<file path="src/idbw_pkg.sv">
// Shared types and constants for the I2C display byte writer.
// Used by every module of the block; depends on nothing else.
package idbw_pkg;

    // Bus address and control byte widths.
    localparam int ADDR_W = 7;
    localparam int BYTE_W = 8;

    // Address after reset: 0x3C, which gives an address byte of 0x78.
    localparam logic [ADDR_W-1:0] ADDR_RESET = 7'd60;

    // Control bytes that select a command or display RAM data.
    localparam logic [BYTE_W-1:0] CTRL_CMD  = 8'h00;
    localparam logic [BYTE_W-1:0] CTRL_DATA = 8'h40;

    // Selector codes on the func input.
    localparam logic FUNC_CMD  = 1'b0;
    localparam logic FUNC_DATA = 1'b1;

    // Default depth of the queue between the front and back parts.
    localparam int FIFO_DEPTH = 2;

    // Each transaction sends three bytes; counting starts at zero.
    localparam logic [1:0] LAST_BYTE = 2'd2;
    localparam logic [2:0] LAST_BIT  = 3'd7;

    // Kind of bus symbol on the result ports.
    typedef enum logic [1:0] {
        SYM_START = 2'd0,
        SYM_BIT   = 2'd1,
        SYM_ACK   = 2'd2,
        SYM_STOP  = 2'd3
    } t_symbol_kind;

    // One classified transaction: the three bytes sent MSB first.
    typedef struct packed {
        logic [BYTE_W-1:0] addr_byte;
        logic [BYTE_W-1:0] ctrl_byte;
        logic [BYTE_W-1:0] payload;
    } t_entry;

    // Sequencer states of the back part.
    typedef enum logic [2:0] {
        SEQ_IDLE,
        SEQ_START,
        SEQ_BITS,
        SEQ_ACK,
        SEQ_STOP
    } t_seq_state;

endpackage

</file>
<file path="src/idbw_front.sv">
// Front part: holds the address register, accepts input transactions and
// turns each into the three bytes of an I2C write. Depends on idbw_pkg.
module idbw_front (
    input  logic                         i_clk,
    input  logic                         i_rst_n,
    input  logic                         i_push,
    output logic                         o_full,
    input  logic [idbw_pkg::BYTE_W-1:0]  i_payload,
    input  logic                         i_func,
    input  logic                         i_cfg_valid,
    output logic                         o_cfg_ready,
    input  logic [idbw_pkg::ADDR_W-1:0]  i_cfg_data,
    output logic                         o_wr_valid,
    output idbw_pkg::t_entry             o_wr_entry,
    input  logic                         i_wr_ready
);

    logic [idbw_pkg::ADDR_W-1:0] r_addr;
    logic                        r_valid;
    logic                        n_valid;
    idbw_pkg::t_entry            r_entry;
    idbw_pkg::t_entry            n_entry;
    logic                        accept;

    // The address register takes every write.
    assign o_cfg_ready = 1'b1;

    always_ff @(posedge i_clk) begin
        if (!i_rst_n) begin
            r_addr <= idbw_pkg::ADDR_RESET;
        end else if (i_cfg_valid) begin
            r_addr <= i_cfg_data;
        end
    end

    // The holding stage is free when empty or when its entry moves on.
    assign o_full = r_valid && !i_wr_ready;
    assign accept = i_push && !o_full;

    // Classify the transaction: address byte with write bit, control byte.
    always_comb begin
        n_entry.addr_byte = {r_addr, 1'b0};
        n_entry.ctrl_byte = (i_func == idbw_pkg::FUNC_DATA) ? idbw_pkg::CTRL_DATA
                                                            : idbw_pkg::CTRL_CMD;
        n_entry.payload   = i_payload;
    end

    always_comb begin
        n_valid = r_valid;
        if (accept) begin
            n_valid = 1'b1;
        end else if (i_wr_ready) begin
            n_valid = 1'b0;
        end
    end

    always_ff @(posedge i_clk) begin
        if (!i_rst_n) begin
            r_valid <= 1'b0;
        end else begin
            r_valid <= n_valid;
        end
    end

    always_ff @(posedge i_clk) begin
        if (accept) begin
            r_entry <= n_entry;
        end
    end

    assign o_wr_valid = r_valid;
    assign o_wr_entry = r_entry;

endmodule

</file>
<file path="src/idbw_fifo.sv">
// Short queue of classified transactions between the front and back parts.
// Depends on idbw_pkg for the entry type.
module idbw_fifo #(
    parameter int DEPTH = idbw_pkg::FIFO_DEPTH
) (
    input  logic             i_clk,
    input  logic             i_rst_n,
    input  logic             i_wr_valid,
    input  idbw_pkg::t_entry i_wr_entry,
    output logic             o_wr_ready,
    output logic             o_rd_valid,
    output idbw_pkg::t_entry o_rd_entry,
    input  logic             i_rd_en
);

    localparam int PTR_W = (DEPTH > 1) ? $clog2(DEPTH) : 1;
    localparam int CNT_W = $clog2(DEPTH + 1);
    localparam logic [PTR_W-1:0] PTR_LAST = PTR_W'(DEPTH - 1);
    localparam logic [CNT_W-1:0] CNT_FULL = CNT_W'(DEPTH);

    idbw_pkg::t_entry  r_mem [DEPTH];
    logic [PTR_W-1:0]  r_wr_ptr;
    logic [PTR_W-1:0]  r_rd_ptr;
    logic [CNT_W-1:0]  r_count;
    logic              wr_en;
    logic              rd_en;

    assign o_wr_ready = (r_count != CNT_FULL);
    assign o_rd_valid = (r_count != '0);
    assign wr_en      = i_wr_valid && o_wr_ready;
    assign rd_en      = i_rd_en && o_rd_valid;
    assign o_rd_entry = r_mem[r_rd_ptr];

    // Storage write.
    always_ff @(posedge i_clk) begin
        if (wr_en) begin
            r_mem[r_wr_ptr] <= i_wr_entry;
        end
    end

    // Pointers and fill count.
    always_ff @(posedge i_clk) begin
        if (!i_rst_n) begin
            r_wr_ptr <= '0;
            r_rd_ptr <= '0;
            r_count  <= '0;
        end else begin
            if (wr_en) begin
                r_wr_ptr <= (r_wr_ptr == PTR_LAST) ? '0 : r_wr_ptr + 1'b1;
            end
            if (rd_en) begin
                r_rd_ptr <= (r_rd_ptr == PTR_LAST) ? '0 : r_rd_ptr + 1'b1;
            end
            if (wr_en && !rd_en) begin
                r_count <= r_count + 1'b1;
            end else if (rd_en && !wr_en) begin
                r_count <= r_count - 1'b1;
            end
        end
    end

endmodule

</file>
<file path="src/idbw_back.sv">
// Back part: steps through the 29 bus symbols of each transaction and holds
// the current symbol in an output register. Depends on idbw_pkg.
module idbw_back (
    input  logic             i_clk,
    input  logic             i_rst_n,
    input  logic             i_rd_valid,
    input  idbw_pkg::t_entry i_rd_entry,
    output logic             o_rd_en,
    output logic             o_empty,
    input  logic             i_pop,
    output logic [1:0]       o_symbol_kind,
    output logic             o_sda_level,
    output logic             o_last_symbol
);

    idbw_pkg::t_seq_state   r_state;
    idbw_pkg::t_seq_state   n_state;
    logic [3*idbw_pkg::BYTE_W-1:0] r_shift;
    logic [2:0]             r_bit_cnt;
    logic [1:0]             r_byte_cnt;
    logic                   r_out_valid;
    idbw_pkg::t_symbol_kind r_kind;
    logic                   r_sda;
    logic                   r_last;
    logic                   adv;
    logic                   emit;
    logic                   load;
    idbw_pkg::t_symbol_kind sym_kind;
    logic                   sym_sda;
    logic                   sym_last;

    // Outside idle, the sequencer moves on whenever the output register can take a symbol.
    assign adv = !r_out_valid || i_pop;

    // Next state.
    always_comb begin
        n_state = r_state;
        unique case (r_state)
            idbw_pkg::SEQ_IDLE: begin
                if (i_rd_valid) n_state = idbw_pkg::SEQ_START;
            end
            idbw_pkg::SEQ_START: begin
                if (adv) n_state = idbw_pkg::SEQ_BITS;
            end
            idbw_pkg::SEQ_BITS: begin
                if (adv && r_bit_cnt == idbw_pkg::LAST_BIT) n_state = idbw_pkg::SEQ_ACK;
            end
            idbw_pkg::SEQ_ACK: begin
                if (adv) begin
                    n_state = (r_byte_cnt == idbw_pkg::LAST_BYTE) ? idbw_pkg::SEQ_STOP
                                                                  : idbw_pkg::SEQ_BITS;
                end
            end
            idbw_pkg::SEQ_STOP: begin
                if (adv) begin
                    n_state = i_rd_valid ? idbw_pkg::SEQ_START : idbw_pkg::SEQ_IDLE;
                end
            end
            default: n_state = idbw_pkg::SEQ_IDLE;
        endcase
    end

    // Symbol produced in each state, and when a new transaction is loaded.
    always_comb begin
        emit     = 1'b0;
        load     = 1'b0;
        sym_kind = idbw_pkg::SYM_START;
        sym_sda  = 1'b0;
        sym_last = 1'b0;
        unique case (r_state)
            idbw_pkg::SEQ_IDLE: begin
                load = i_rd_valid;
            end
            idbw_pkg::SEQ_START: begin
                emit     = adv;
                sym_kind = idbw_pkg::SYM_START;
            end
            idbw_pkg::SEQ_BITS: begin
                emit     = adv;
                sym_kind = idbw_pkg::SYM_BIT;
                sym_sda  = r_shift[3*idbw_pkg::BYTE_W-1];
            end
            idbw_pkg::SEQ_ACK: begin
                // SDA is released during the acknowledge clock.
                emit     = adv;
                sym_kind = idbw_pkg::SYM_ACK;
                sym_sda  = 1'b1;
            end
            idbw_pkg::SEQ_STOP: begin
                emit     = adv;
                sym_kind = idbw_pkg::SYM_STOP;
                sym_last = 1'b1;
                load     = adv && i_rd_valid;
            end
            default: begin
                emit = 1'b0;
            end
        endcase
    end

    assign o_rd_en = load;

    // State register.
    always_ff @(posedge i_clk) begin
        if (!i_rst_n) begin
            r_state <= idbw_pkg::SEQ_IDLE;
        end else begin
            r_state <= n_state;
        end
    end

    // Bit and byte counters.
    always_ff @(posedge i_clk) begin
        if (!i_rst_n) begin
            r_bit_cnt  <= '0;
            r_byte_cnt <= '0;
        end else if (adv) begin
            if (r_state == idbw_pkg::SEQ_START) begin
                r_bit_cnt  <= '0;
                r_byte_cnt <= '0;
            end else if (r_state == idbw_pkg::SEQ_BITS) begin
                r_bit_cnt <= r_bit_cnt + 1'b1;
            end else if (r_state == idbw_pkg::SEQ_ACK) begin
                r_byte_cnt <= r_byte_cnt + 1'b1;
            end
        end
    end

    // Shift register with the three bytes, MSB first.
    always_ff @(posedge i_clk) begin
        if (load) begin
            r_shift <= i_rd_entry;
        end else if (adv && r_state == idbw_pkg::SEQ_BITS) begin
            r_shift <= {r_shift[3*idbw_pkg::BYTE_W-2:0], 1'b0};
        end
    end

    // Output register.
    always_ff @(posedge i_clk) begin
        if (!i_rst_n) begin
            r_out_valid <= 1'b0;
        end else if (emit) begin
            r_out_valid <= 1'b1;
        end else if (i_pop) begin
            r_out_valid <= 1'b0;
        end
    end

    always_ff @(posedge i_clk) begin
        if (emit) begin
            r_kind <= sym_kind;
            r_sda  <= sym_sda;
            r_last <= sym_last;
        end
    end

    assign o_empty       = !r_out_valid;
    assign o_symbol_kind = r_kind;
    assign o_sda_level   = r_sda;
    assign o_last_symbol = r_last;

endmodule

</file>
<file path="src/i2c_display_byte_writer.sv">
// Top level of the I2C display byte writer: front part, queue, back part.
// Depends on idbw_pkg, idbw_front, idbw_fifo and idbw_back.

// Each accepted byte becomes one I2C write transaction of 29 symbols: start,
// address byte (address shifted left, write bit 0), acknowledge, control
// byte (0x00 for a command, 0x40 for display data), acknowledge, the payload
// byte MSB first, acknowledge, stop. One symbol leaves per clock while pop is
// held and a transaction is under way in the back part. Besides the byte being
// sent, input bytes are taken up to the queue depth plus one holding stage, and
// full rises only when that space is used up. When the block has been idle, a
// pushed byte passes the holding stage, the queue and the idle and start states
// of the back part before its first symbol is registered on the result ports.
// The address register is written through the configuration channel, which is
// always ready; reset sets it to 0x3C.
module i2c_display_byte_writer #(
    parameter int FIFO_DEPTH = idbw_pkg::FIFO_DEPTH
) (
    input  logic                        i_clk,
    input  logic                        i_rst_n,
    input  logic                        push,
    output logic                        full,
    input  logic [idbw_pkg::BYTE_W-1:0] i_payload,
    input  logic                        i_func,
    output logic                        empty,
    input  logic                        pop,
    output logic [1:0]                  o_symbol_kind,
    output logic                        o_sda_level,
    output logic                        o_last_symbol,
    input  logic                        i_cfg_valid,
    output logic                        o_cfg_ready,
    input  logic [idbw_pkg::ADDR_W-1:0] i_cfg_data
);

    logic             front_valid;
    idbw_pkg::t_entry front_entry;
    logic             fifo_ready;
    logic             fifo_valid;
    idbw_pkg::t_entry fifo_entry;
    logic             back_rd_en;

    // Accept and classify transactions.
    idbw_front u_front (
        .i_clk       (i_clk),
        .i_rst_n     (i_rst_n),
        .i_push      (push),
        .o_full      (full),
        .i_payload   (i_payload),
        .i_func      (i_func),
        .i_cfg_valid (i_cfg_valid),
        .o_cfg_ready (o_cfg_ready),
        .i_cfg_data  (i_cfg_data),
        .o_wr_valid  (front_valid),
        .o_wr_entry  (front_entry),
        .i_wr_ready  (fifo_ready)
    );

    // Queue between the two parts.
    idbw_fifo #(
        .DEPTH (FIFO_DEPTH)
    ) u_fifo (
        .i_clk      (i_clk),
        .i_rst_n    (i_rst_n),
        .i_wr_valid (front_valid),
        .i_wr_entry (front_entry),
        .o_wr_ready (fifo_ready),
        .o_rd_valid (fifo_valid),
        .o_rd_entry (fifo_entry),
        .i_rd_en    (back_rd_en)
    );

    // Emit the bus symbols.
    idbw_back u_back (
        .i_clk         (i_clk),
        .i_rst_n       (i_rst_n),
        .i_rd_valid    (fifo_valid),
        .i_rd_entry    (fifo_entry),
        .o_rd_en       (back_rd_en),
        .o_empty       (empty),
        .i_pop         (pop),
        .o_symbol_kind (o_symbol_kind),
        .o_sda_level   (o_sda_level),
        .o_last_symbol (o_last_symbol)
    );

endmodule
</file>
<file path="config.mk">
export PLATFORM = sky130hd
export DESIGN_NAME = i2c_display_byte_writer
export DESIGN_NICKNAME = d
export VERILOG_FILES = /design/src/idbw_pkg.sv /design/src/idbw_front.sv /design/src/idbw_fifo.sv /design/src/idbw_back.sv /design/src/i2c_display_byte_writer.sv
export SDC_FILE = /design/constraint.sdc
export NUM_CORES = 1
export LEC_CHECK = 0
export BUFFER_PORTS_ARGS = -buffer_cell sky130_fd_sc_hd__buf_4
export CAP_MARGIN = 15
export CORE_ASPECT_RATIO = 1.75
export CORE_MARGIN = 10
export CORE_UTILIZATION = 51
export DETAILED_ROUTE_END_ITERATION = 6
export PLACE_DENSITY = 0.76
export SYNTH_ARGS = -nofsm -noshare
export SYNTH_HDL_FRONTEND = slang
export SYNTH_HIERARCHICAL = 1
export SYNTH_SLANG_ARGS = --single-unit
</file>
<file path="constraint.sdc">
create_clock -name i_clk -period 2.1 [get_ports i_clk]
set_input_delay 0.105 -clock i_clk [delete_from_list [all_inputs] [get_ports i_clk]]
set_output_delay 0.105 -clock i_clk [all_outputs]
set_load 0.02 [all_outputs]
</file>
==> results of run 1 <==
[worst min path at each step]
stage / slack, ns / start / end / cells past startpoint
finish: 0.07 / i_rst_n / u_front/o_wr_valid$_SDFFE_PN0P_ / 2
global route: 0.07 / i_rst_n / u_front/o_wr_valid$_SDFFE_PN0P_ / 2
CTS: 0.05 / i_rst_n / u_front/o_wr_valid$_SDFFE_PN0P_ / 2
detailed placement: 0.28 / i_payload[0] / u_front/o_wr_entry[0]$_DFFE_PP_ / 1
global placement: 0.28 / i_payload[1] / u_front/o_wr_entry[1]$_DFFE_PP_ / 1
floorplan: 0.17 / i_rst_n / u_front/r_addr[2]$_SDFFE_PN1P_ / 1
[layer usage]
layer	share of wire (%)	vias up	track usage (%)
met5	0	-	0
met4	2.6	0	6.51
met3	3.4	16	4.67
met2	57	46	22.1
met1	37	1186	12.2
li1	-	1138	-
[synthesized netlist by cell type, types with 3 or more instances]
| master | number | area [um^2] |
|---|---|---|
| dfxtp_1 | 22 | 440 |
| buf_4 | 9 | 67.6 |
| edfxtp_1 | 92 | 2760 |
| mux2_2 | 30 | 338 |
| inv_1 | 7 | 26.3 |
| mux2i_1 | 11 | 110 |
| nand2_1 | 14 | 52.6 |
| nand2b_1 | 4 | 25.0 |
| nor2_1 | 7 | 26.3 |
| ha_1 | 4 | 50.1 |
| a21boi_0 | 3 | 22.5 |
| nor2b_1 | 8 | 50.1 |
| and2_1 | 4 | 25.0 |
| mux2_4 | 17 | 255 |
| or3_1 | 3 | 18.8 |
| buf_6 | 6 | 67.6 |
| xnor2_1 | 3 | 26.3 |
| buf_2 | 3 | 15.0 |
[critical path: stages (launching register included)]
cell and delay, ns:
dfxtp_1 0.36, or2_2 0.36, nand3_4 0.07, inv_1 0.04, o21ai_1 0.12, ha_1 0.30
or3_1 0.36, a21boi_1 0.15
[area by class of cell]
type | instances | area (um^2)
clock buffers | 21 | 460
clock inverters | 11 | 88.8
fillers | 668 | 3270
inverters | 7 | 26.3
multi-input cells | 146 | 1290
flip-flops and latches | 114 | 3200
well taps | 120 | 150
repair buffers | 58 | 488
[sequential cells by signal, summed over array words and instances (netlist names), named ones only]
register              count
u_fifo/r_rd_ptr           1
u_back/r_shift           24
u_back/r_out_valid        1
u_front/r_addr            7
u_front/o_wr_entry       16
u_back/r_state            3
u_fifo/r_count            2
u_back/o_symbol_kind      2
u_back/r_bit_cnt          3
u_fifo/r_mem             48
u_fifo/r_wr_ptr           1
u_back/r_byte_cnt         2
u_back/o_last_symbol      1
u_front/o_wr_valid        1
u_back/o_sda_level        1
[kinds of logic (layout without fill, tap and decap cells)]
family                   count (synthesis)  count (layout)  share of synthesized area [%]
other                                    2               9                          0.161
AND/OR/NAND/NOR                         55              55                           7.32
AO/OA/AOI/OAI                           15              15                           2.66
XOR/XNOR                                 5               5                          0.942
buffers and inverters                   26              97                           3.87
adder cells (fa/ha/maj)                  4               4                           1.08
flip-flops                             114             114                           68.9
multiplexers                            58              58                           15.1
[through the flow]
| step | power (mW) | hold WS [ns] | std cells | setup slack (ns) |
|---|---|---|---|---|
| 2_1_floorplan | 5.11 | 0.167 | 286 | 0.182 |
| 3_3_place_gp | 5.45 | 0.283 | 424 | 0.349 |
| 3_5_place_dp | 5.55 | 0.284 | 424 | 0.280 |
| 4_1_cts | 8.21 | 0.0493 | 477 | 0.265 |
| 5_1_grt | 8.53 | 0.0663 | 477 | 0.152 |
| 6_report | 8.14 | 0.0700 | 477 | 0.270 |
[power by group]
group / internal (mW) / leakage (nW) / total [mW] / switching [mW]
clock: 1.67 / 0.262 / 2.59 / 0.924
sequential: 3.17 / 1.03 / 3.39 / 0.213
combinational: 1.12 / 0.855 / 2.16 / 1.04
total: 5.96 / 2.15 / 8.14 / 2.18
==> results by group, run 1 <==
Finish
  – Area grow syn2layout: 22.8%
  – Most common cell after layout, fill and taps aside: edfxtp_1
  – Nets: 369
  – Layout cell share with drive strength beyond 1: 34.2%
  – Cell area after layout: 0.00571 mm^2
  – Final Core Density: 63.6%
  – # diodes: 0
  – Commonest cells after routing, fill and taps aside: 92 x edfxtp_1, 37 x buf_4, 30 x mux2_2, 22 x dfxtp_1, 21 x dlygate4sd3_1

Timing
  – Final period utilization: 87.2%
  – Unrepaired setup endpoints after global routing: false
  – TNS Setup: 0 ns
  – Skew final: 0.00980 ns
  – Final Setup Violations: 0
  – Post-layout min period: 1.83 ns
  – Final Hold Viols: 0
  – F_max: 546 MHz
  – Max-slew violation count: 0

Clock network
  – Clock slew at reported path FFs: 0.05 ns
  – Insertion delay to the later sink of the worst-skew pair: 0.40 ns
  – Clock buffer count from CTS: 17
  – Post_cts resized: 0
  – CTS root buf: clkbuf_16
  – Hold_buf cts: 21
  – H-tree Lvls: 4
  – Clk buf depth: 2
  – TritonCTS clock tree: built
  – Clk sinks: 114
  – Setup Buffers After CTS: 0

Place
  – Final GP Congestion: 0.812
  – HPWL Detailed: 4730 um
  – Port bufs: 26
  – Post-DP Area: 0.00495 mm^2

Worst setup path
  – Worst Path Required: 2.43 ns
  – Setup crit end: u_fifo/r_count[1]$_SDFFE_PN0P_
  – Critical path arrival: 2.16 ns
  – Worst setup path class: register to register
  – Worst Path Max Fanout: 5
  – CP startpoint: u_fifo/r_count[1]$_SDFFE_PN0P_
  – CP Capture Type: register
  – CP Launch Type: register
  – Setup slack, reg-to-reg: 0.27 ns
  – R2R Path Start: u_fifo/r_count[1]$_SDFFE_PN0P_
  – Cell depth of the worst flop-to-flop path: 7
  – RR Endpoint: u_fifo/r_count[1]$_SDFFE_PN0P_

GRT
  – GRT Overall Usage: 12.5%
  – Vias in the first global route: 2699
  – Antenna violations before repair: 0
  – Global-route wire length before repair: 13000 um
  – Largest net degree at the start of global routing: 26
  – Gr ovfl total: 0

Worst hold path
  – Worst min path class: input pin to register

Flow run
  – Number of max-cap violations: 0

Route
  – Vias: 2386
  – Avg WL per Cell: 16.3 um
  – DRT antenna net count: 0
  – Number of DRC markers in iteration 0: 158
  – Total detailed-routing wirelength: 7770 um
  – Drt first pass iters: 4
  – DRC violations left: 0
  – Vias per cell: 5.00

Die
  – Chip height: 146 um
  – Die Area: 0.0135 mm^2
  – IO Count: 28
  – Cell row count: 46
  – Initial core utilization: 51.8%
  – Die W: 92.2 um
  – Std-Cell Core Area: 0.00898 mm^2

Synthesis
  – #FFs+latches synth: 114
  – Gate Count Post-Synth: 279
  – Ys async rst share: 0%
  – Synth warn: 6
  – Number of synthesized flops with an enable pin: 92
  – Sequential area share after synthesis: 68.9%
  – Distinct cells, synth: 41
  – Ys flop type: edfxtp_1
  – Cell Area, Synth: 0.00465 mm^2
  – Avg Inst Size Synth: 16.7 um^2

Pwr
  – Pwr Density: 1420 mW/mm^2
  – Worst vdd ir: 0.843 mV
  – Leak: 2.15 nW

Run status
  – Status: complete, no violations
(Power assumes the default switching activity.)
==> inputs of run 2 (changes only) <==
ABC_AREA = 1   (was default)
==> run 2 against run 1 <==
  * Critical path depth is 1 lower
  * Worst hold slack lost 0.030 ns
  * Count of clock-buffer cells in the layout up 7
  * Setup slack worse by 0.052 ns
  * Core utilization increased by 1.3 points
  * Sequential share of layout area grew 0.11 points
  * Global-route usage grew 0.43 points
  * Largest power group unchanged
  * Fmax down 2.8%
  * Combinational power down 25%
  * Final area shrank 0.20%
==> results by group, run 2 <==
Run status
  – Status: complete, no violations

Synthesis
  – #FFs+latches synth: 114 (unchanged)
  – Gate Count Post-Synth: 365 (+31%)
  – Number of synthesized flops with an enable pin: 92 (unchanged)
  – Synth area leader: edfxtp_1
  – Avg Inst Size Synth: 12.7 um^2 (-24%)
  – Area contributors post-synth: edfxtp_1 60%, dfxtp_1 9.5%, nand2_1 8.8%
  – Cell with the most instances after synthesis: nand2_1
  – Share of the synthesized area in the top cell type: 59.7% (+0.35 points)
  – Synth warn: 6 (unchanged)
  – Ys async rst share: 0% (unchanged)
  – Ys flop type: edfxtp_1
  – Post-synth top cells: 109 x nand2_1, 92 x edfxtp_1, 26 x nor2_1
  – Sequential area share after synthesis: 69.3% (+0.41 points)
  – Distinct cells, synth: 28 (-32%)
  – Cell Area, Synth: 0.00462 mm^2 (-0.59%)

Worst setup path
  – CP Launch Type: input pin
  – RR Endpoint: u_fifo/r_count[1]$_SDFFE_PN0P_
  – R2R Path Start: u_back/r_state[0]$_SDFFE_PN0P_
  – Worst Path Max Fanout: 1 (-4)
  – Worst setup path class: input pin to register
  – Setup slack, reg-to-reg: 0.28 ns (about the same)
  – Critical path arrival: 2.16 ns (about the same)
  – Worst Path Required: 2.38 ns (-0.05 ns)
  – Cell depth of the worst flop-to-flop path: 13 (+6)
  – CP Capture Type: register

Clock network
  – Clk buf depth: 2 (unchanged)
  – TritonCTS clock tree: built
  – Clk sinks: 114 (unchanged)
  – Post_cts resized: 0 (unchanged)
  – Clock slew at reported path FFs: 0.05 ns (about the same)
  – Clock buffer count from CTS: 17 (unchanged)
  – Insertion delay to the later sink of the worst-skew pair: 0.40 ns (about the same)
  – CTS root buf: clkbuf_16
  – H-tree Lvls: 4 (unchanged)
  – Setup Buffers After CTS: 0 (unchanged)

Die
  – Cell row count: 45 (-2.2%)
  – Initial core utilization: 52.6% (+0.84 points)
  – Std-Cell Core Area: 0.00878 mm^2 (-2.2%)
  – Die Area: 0.0134 mm^2 (-0.49%)
  – Chip height: 146 um (-0.26%)
  – Die W: 92.0 um (-0.23%)
  – IO Count: 28 (unchanged)

Finish
  – Layout cell share with drive strength beyond 1: 21.8% (-12 points)
  – Post-Layout Cell Count: 561 (+18%)
  – Max reg flops: 48 (unchanged)
  – Most common cell after layout, fill and taps aside: nand2_1
  – Area grow syn2layout: 23.3%
  – Final Core Density: 64.9% (+1.3 points)
  – Nets: 456 (+24%)
  – Cell area after layout: 0.00570 mm^2 (-0.20%)
  – # diodes: 0 (unchanged)
  – Fillcell total: 628 (-6.0%)
  – Reg with most FFs: u_fifo/r_mem
  – Commonest cells after routing, fill and taps aside: 109 x nand2_1, 92 x edfxtp_1, 33 x buf_4, 24 x dlygate4sd3_1, 24 x nor2_1

Timing
  – Skew final: 0.00827 ns (-0.00152 ns)
  – Final period utilization: 89.6% (+2.5 points)
  – Max-slew violation count: 0 (unchanged)
  – Final Hold Viols: 0 (unchanged)
  – F_max: 531 MHz (-2.8%)
  – TNS Setup: 0 ns (unchanged)
  – Final Setup Violations: 0 (unchanged)
  – Post-layout min period: 1.88 ns (+0.0519 ns)
  – Unrepaired setup endpoints after global routing: false

Worst hold path
  – Hold path cells: 3 (+1)
  – Hold Startpoint: i_cfg_valid
  – Hold path endpoint: u_front/r_addr[6]$_SDFFE_PN0P_
  – Worst min path class: input pin to register

Route
  – Total detailed-routing wirelength: 8070 um (+3.8%)
  – DRC violations left: 0 (unchanged)
  – Vias: 2736 (+15%)
  – Number of DRC markers in iteration 0: 214 (+35%)
  – Avg WL per Cell: 14.4 um (-12%)
  – Drt first pass iters: 5 (+1)
  – DRT antenna net count: 0 (unchanged)
  – Vias per cell: 4.88 (-2.5%)

GRT
  – Largest net degree at the start of global routing: 26 (unchanged)
  – Antenna violations before repair: 0 (unchanged)
  – Global-route wire length before repair: 13700 um (+5.5%)
  – Gr ovfl total: 0 (unchanged)
  – GRT Overall Usage: 12.9% (+0.43 points)
  – Vias in the first global route: 2903 (+7.6%)

Place
  – Port bufs: 26 (unchanged)
  – HPWL Detailed: 4680 um (-1.1%)
  – Cells after DPL: 505 (+19%)
  – Post-DP Area: 0.00489 mm^2 (-1.2%)
  – Final GP Congestion: 0.809 (-0.30%)

Pwr
  – Pwr Density: 1320 mW/mm^2 (-7.0%)
  – Leak: 2.35 nW (+9.1%)
  – Total power: 7.55 mW (-7.2%)
  – Worst vdd ir: 0.807 mV (-4.3%)

Flow run
  – Number of max-cap violations: 0 (unchanged)
-- run 2: changes by cell type after synthesis, moves of 6 or more --
cell / change
nand2_1: +95
mux2_2: -26
nor2_1: +19
inv_1: +16
mux2i_1: -11
nor2b_1: -8
o21ai_0: +8
a21oi_1: +7
nand3_1: +6
-- run 2: through the flow --
| step | hold WS, ns | worst slack, ns |
|---|---|---|
| detailed placement | 0.284 | 0.328 |
| finish | 0.0401 | 0.218 |
| global route | 0.0464 | 0.0756 |
| global placement | 0.283 | 0.413 |
| CTS | 0.00747 | 0.295 |
| floorplan | 0.189 | 0.124 |
-- run 2: cell families (layout without fill, tap and decap cells) --
kind of cell    count (synthesis)  after routing  synth area share (%)
fa+ha+maj                       4              4                  1.08
other cells                     2              9                 0.162
buf+inv                        45            117                  5.82
flops                         114            114                  69.3
mux                            24             24                  7.47
compound gates                 23             23                  2.84
simple gates                  153            153                  13.4
-- run 2: per-layer routing --
metal	up-vias	track usage (%)	routed length [um]	part of all wire (%)
li1	1349	-	-	-
met1	1305	12.9	3130	39
met2	65	22.1	4380	54
met3	17	4.54	354	4.4
met4	0	8.14	201	2.5
met5	-	0	0	0
-- run 2: worst max path at each step --
stage                                              start  slack, ns                        endpoint
after floorplan           u_fifo/r_count[0]$_SDFFE_PN0P_       0.12    u_fifo/r_mem[0][0]$_DFFE_PP_
after global placement    u_fifo/r_count[0]$_SDFFE_PN0P_       0.41     u_back/r_shift[3]$_DFFE_PP_
after detailed placement  u_fifo/r_count[0]$_SDFFE_PN0P_       0.33  u_fifo/r_count[1]$_SDFFE_PN0P_
after CTS                 u_fifo/r_count[1]$_SDFFE_PN0P_       0.30  u_fifo/r_count[1]$_SDFFE_PN0P_
after global routing      u_fifo/r_count[1]$_SDFFE_PN0P_       0.08  u_fifo/r_count[1]$_SDFFE_PN0P_
final                                      i_cfg_data[4]       0.22  u_front/r_addr[4]$_SDFFE_PN1P_
-- run 2: repair_timing --
item	in CTS	in global routing
endpoints found under the hold margin	17	0
hold buffers	24	0
endpoints found under the setup margin	0	0
-- run 2: power by group --
part | internal (mW) | leakage, nW | switching (mW)
Sequential | 3.10 | 1.04 | 0.184
Clock | 1.76 | 0.282 | 0.893
Combinational | 0.610 | 1.02 | 1.00
-- run 2: cell type report --
| cell class | count | area (um^2) | share of cell area [%] |
|---|---|---|---|
| clock buffers | 28 | 549 | 9.64 |
| clock inverters | 4 | 18.8 | 0.329 |
| inverters | 28 | 108 | 1.89 |
| multi-input cells | 213 | 1190 | 20.8 |
| flip-flops and latches | 114 | 3200 | 56.2 |
| well taps | 117 | 146 | 2.57 |
| repair buffers | 57 | 488 | 8.56 |
-- run 2: critical path, cell delays in order --
cell and delay (ns):
dlygate4sd3_1 0.59, buf_4 0.16, nand2_1 0.07, dlygate4sd3_1 0.57
nand3_1 0.09, dlygate4sd3_1 0.58
==> inputs of run 3 (changes only) <==
CELL_PAD_IN_SITES_DETAIL_PLACEMENT = 0   (was default)
CELL_PAD_IN_SITES_GLOBAL_PLACEMENT = 1   (was default)
CORE_MARGIN = default   (was 10)
CTS_BUF_LIST = sky130_fd_sc_hd__clkbuf_4   (was default)
PLACE_DENSITY = 0.88   (was 0.76)
==> run 3 against run 2 <==
  * Count of clock-buffer cells in the layout decreased by 6
  * Combinational power about the same
  * Critical path depth increased by 2
  * Worst hold slack improved by 0.087 ns
  * Via count increased by 0.91%
  * Total power decreased by 16%
  * Routed wire length decreased by 8.3%
  * Sequential share of layout area increased by 2.2 points
  * Setup slack improved by 0.12 ns
  * Final area decreased by 3.8%
  * Critical endpoint is now u_back/r_shift[1]$_DFFE_PP_
==> results by group, run 3 (synthesis gave the netlist of run 2 again) <==
Run status
  – Status: complete, no violations

Die
  – Chip height: 128 um (-12%)
  – Cell row count: 45 (unchanged)
  – IO Count: 28 (unchanged)
  – Initial core utilization: 53.0% (+0.34 points)
  – Std-Cell Core Area: 0.00873 mm^2 (-0.64%)
  – Die W: 74.0 um (-20%)
  – Die Area: 0.00947 mm^2 (-29%)

Timing
  – Max-slew violation count: 0 (unchanged)
  – Final Hold Viols: 0 (unchanged)
  – Unrepaired setup endpoints after global routing: false
  – TNS Setup: 0 ns (unchanged)
  – Post-layout min period: 1.76 ns (-0.118 ns)
  – F_max: 567 MHz (+6.7%)
  – Final period utilization: 84.0% (-5.6 points)
  – Final Setup Violations: 0 (unchanged)
  – Skew final: 0.0204 ns (+0.0121 ns)

Pwr
  – Worst vdd ir: 0.615 mV (-24%)
  – Total power: 6.34 mW (-16%)
  – Leak: 2.26 nW (-3.7%)
  – Net Switching: 1.87 mW (-9.8%)
  – Comb pwr share: 25.4% (+4.1 points)
  – Clock share of power: 23.0% (-12 points)
  – Internal: 4.46 mW (-18%)
  – Pwr Density: 1160 mW/mm^2 (-13%)
  – Net Sw Frac: 29.6% (+2.1 points)
  – Sequential power share: 51.6% (+8.1 points)

Worst setup path
  – CP Capture Type: register
  – Worst setup path class: register to register
  – Worst Path Max Fanout: 25 (+24)
  – Setup slack, reg-to-reg: 0.34 ns (+0.06 ns)
  – CP Launch Type: register
  – Critical path arrival: 1.92 ns (-0.24 ns)
  – R2R Path Start: u_fifo/r_count[1]$_SDFFE_PN0P_
  – Worst Path Required: 2.25 ns (-0.13 ns)
  – Cell depth of the worst flop-to-flop path: 8 (-5)
  – RR Endpoint: u_back/r_shift[1]$_DFFE_PP_

Worst hold path
  – Hold path endpoint: u_back/r_out_valid$_SDFFE_PN0P_
  – Hold path cells: 4 (+1)
  – Hold Startpoint: pop
  – Worst min path class: input pin to register

Finish
  – Commonest cells after routing, fill and taps aside: 109 x nand2_1, 92 x edfxtp_1, 33 x dlygate4sd3_1, 33 x buf_4, 24 x nor2_1
  – Nets: 465 (+2.0%)
  – Post-Layout Cell Count: 571 (+1.8%)
  – Max reg flops: 48 (unchanged)
  – Area grow syn2layout: 18.6%
  – Most common cell after layout, fill and taps aside: nand2_1
  – Reg with most FFs: u_fifo/r_mem
  – Fillcell total: 657 (+4.6%)
  – Layout cell share with drive strength beyond 1: 21.6% (-0.21 points)

Route
  – Avg WL per Cell: 13.0 um (-9.9%)
  – Number of DRC markers in iteration 0: 104 (-51%)
  – Drt first pass iters: 4 (-1)
  – Total detailed-routing wirelength: 7400 um (-8.3%)
  – DRT antenna net count: 0 (unchanged)
  – DRC violations left: 0 (unchanged)
  – Vias per cell: 4.84 (-0.85%)
  – Vias: 2761 (+0.91%)

Clock network
  – Clk buf depth: 2 (unchanged)
  – Clock slew at reported path FFs: 0.10 ns (+0.05 ns)
  – H-tree Lvls: 4 (unchanged)
  – CTS root buf: clkbuf_4
  – Post_cts resized: 0 (unchanged)
  – Hold_buf cts: 33 (+38%)
  – Clk sinks: 114 (unchanged)
  – TritonCTS clock tree: built
  – Setup Buffers After CTS: 0 (unchanged)
  – Insertion delay to the later sink of the worst-skew pair: 0.49 ns (+0.09 ns)
  – Clock buffer count from CTS: 17 (unchanged)

GRT
  – Global-route wire length before repair: 12100 um (-12%)
  – Vias in the first global route: 2819 (-2.9%)
  – GRT Overall Usage: 17.6% (+4.7 points)
  – Gr ovfl total: 0 (unchanged)
  – Largest net degree at the start of global routing: 26 (unchanged)
  – Antenna violations before repair: 1 (+1)

Flow run
  – Number of max-cap violations: 0 (unchanged)

Place
  – HPWL Detailed: 4730 um (+1.0%)
  – Port bufs: 26 (unchanged)
  – Cells after DPL: 505 (unchanged)
  – Final GP Congestion: 0.771 (-4.7%)
run 3: cell count changes in the layout (fill, tap and decap cells not counted), sizes merged:
cell,delta
bufinv,+2
clkinv,+4
diode,+1
clkbuf,-6
dlygate4sd3,+9
run 3: cell type report:
cell class	instances	area (um^2)	area share (%)
Timing Repair Buffer	66	578	10.5
Inverter	28	108	1.96
Clock inverter	10	93.8	1.71
Tap cell	117	146	2.67
Multi-Input combinational cell	213	1190	21.7
Antenna cell	1	2.50	0.0456
Clock buffer	22	165	3.01
Sequential cell	114	3200	58.4
run 3: worst max path at each step:
stage          cells after the start                              to  slack, ns                      startpoint
5_1_grt                           14  u_fifo/r_count[1]$_SDFFE_PN0P_       0.11  u_fifo/r_count[1]$_SDFFE_PN0P_
3_5_place_dp                       8     u_back/r_shift[4]$_DFFE_PP_       0.34  u_fifo/r_count[0]$_SDFFE_PN0P_
2_1_floorplan                      4    u_fifo/r_mem[0][0]$_DFFE_PP_       0.12  u_fifo/r_count[0]$_SDFFE_PN0P_
3_3_place_gp                       8     u_back/r_shift[5]$_DFFE_PP_       0.40  u_fifo/r_count[1]$_SDFFE_PN0P_
6_report                           8     u_back/r_shift[1]$_DFFE_PP_       0.34  u_fifo/r_count[1]$_SDFFE_PN0P_
4_1_cts                            8     u_back/r_shift[5]$_DFFE_PP_       0.31  u_fifo/r_count[1]$_SDFFE_PN0P_
run 3: critical path: stages, from the launching register on:
cell and delay [ns]:
dfxtp_1 0.39, inv_1 0.07, nand2_1 0.08, inv_1 0.08, nor2_4 0.12, o21ai_4 0.07, buf_4 0.22, o21ai_2 0.08
buf_4 0.31
run 3: per-layer routing:
layer / share of wire, % / wire [um] / global-route usage [%]
met3: 2.9 / 213 / 6.05
met1: 38 / 2830 / 17.1
met5: 0 / 0 / 0
met2: 56 / 4180 / 31.6
met4: 2.4 / 176 / 9.28
run 3: power by group through the flow:
stage	Clock, mW	Combinational, mW	Sequential (mW)
after floorplan	0	1.22	3.31
after global placement	0	1.52	3.29
after detailed placement	0	1.57	3.32
after CTS	1.51	1.62	3.27
after global routing	1.60	1.81	3.31
final	1.46	1.61	3.27
run 3: metrics by stage:
step,hold WS (ns),cell area (um^2),setup WS (ns),utilization (%)
after floorplan,0.189,4650,0.124,-
after global placement,0.283,4890,0.399,56.1
after detailed placement,0.285,4890,0.345,56.1
after CTS,0.0756,5480,0.312,62.8
after global routing,0.100,5480,0.111,62.8
final,0.127,5480,0.336,62.8
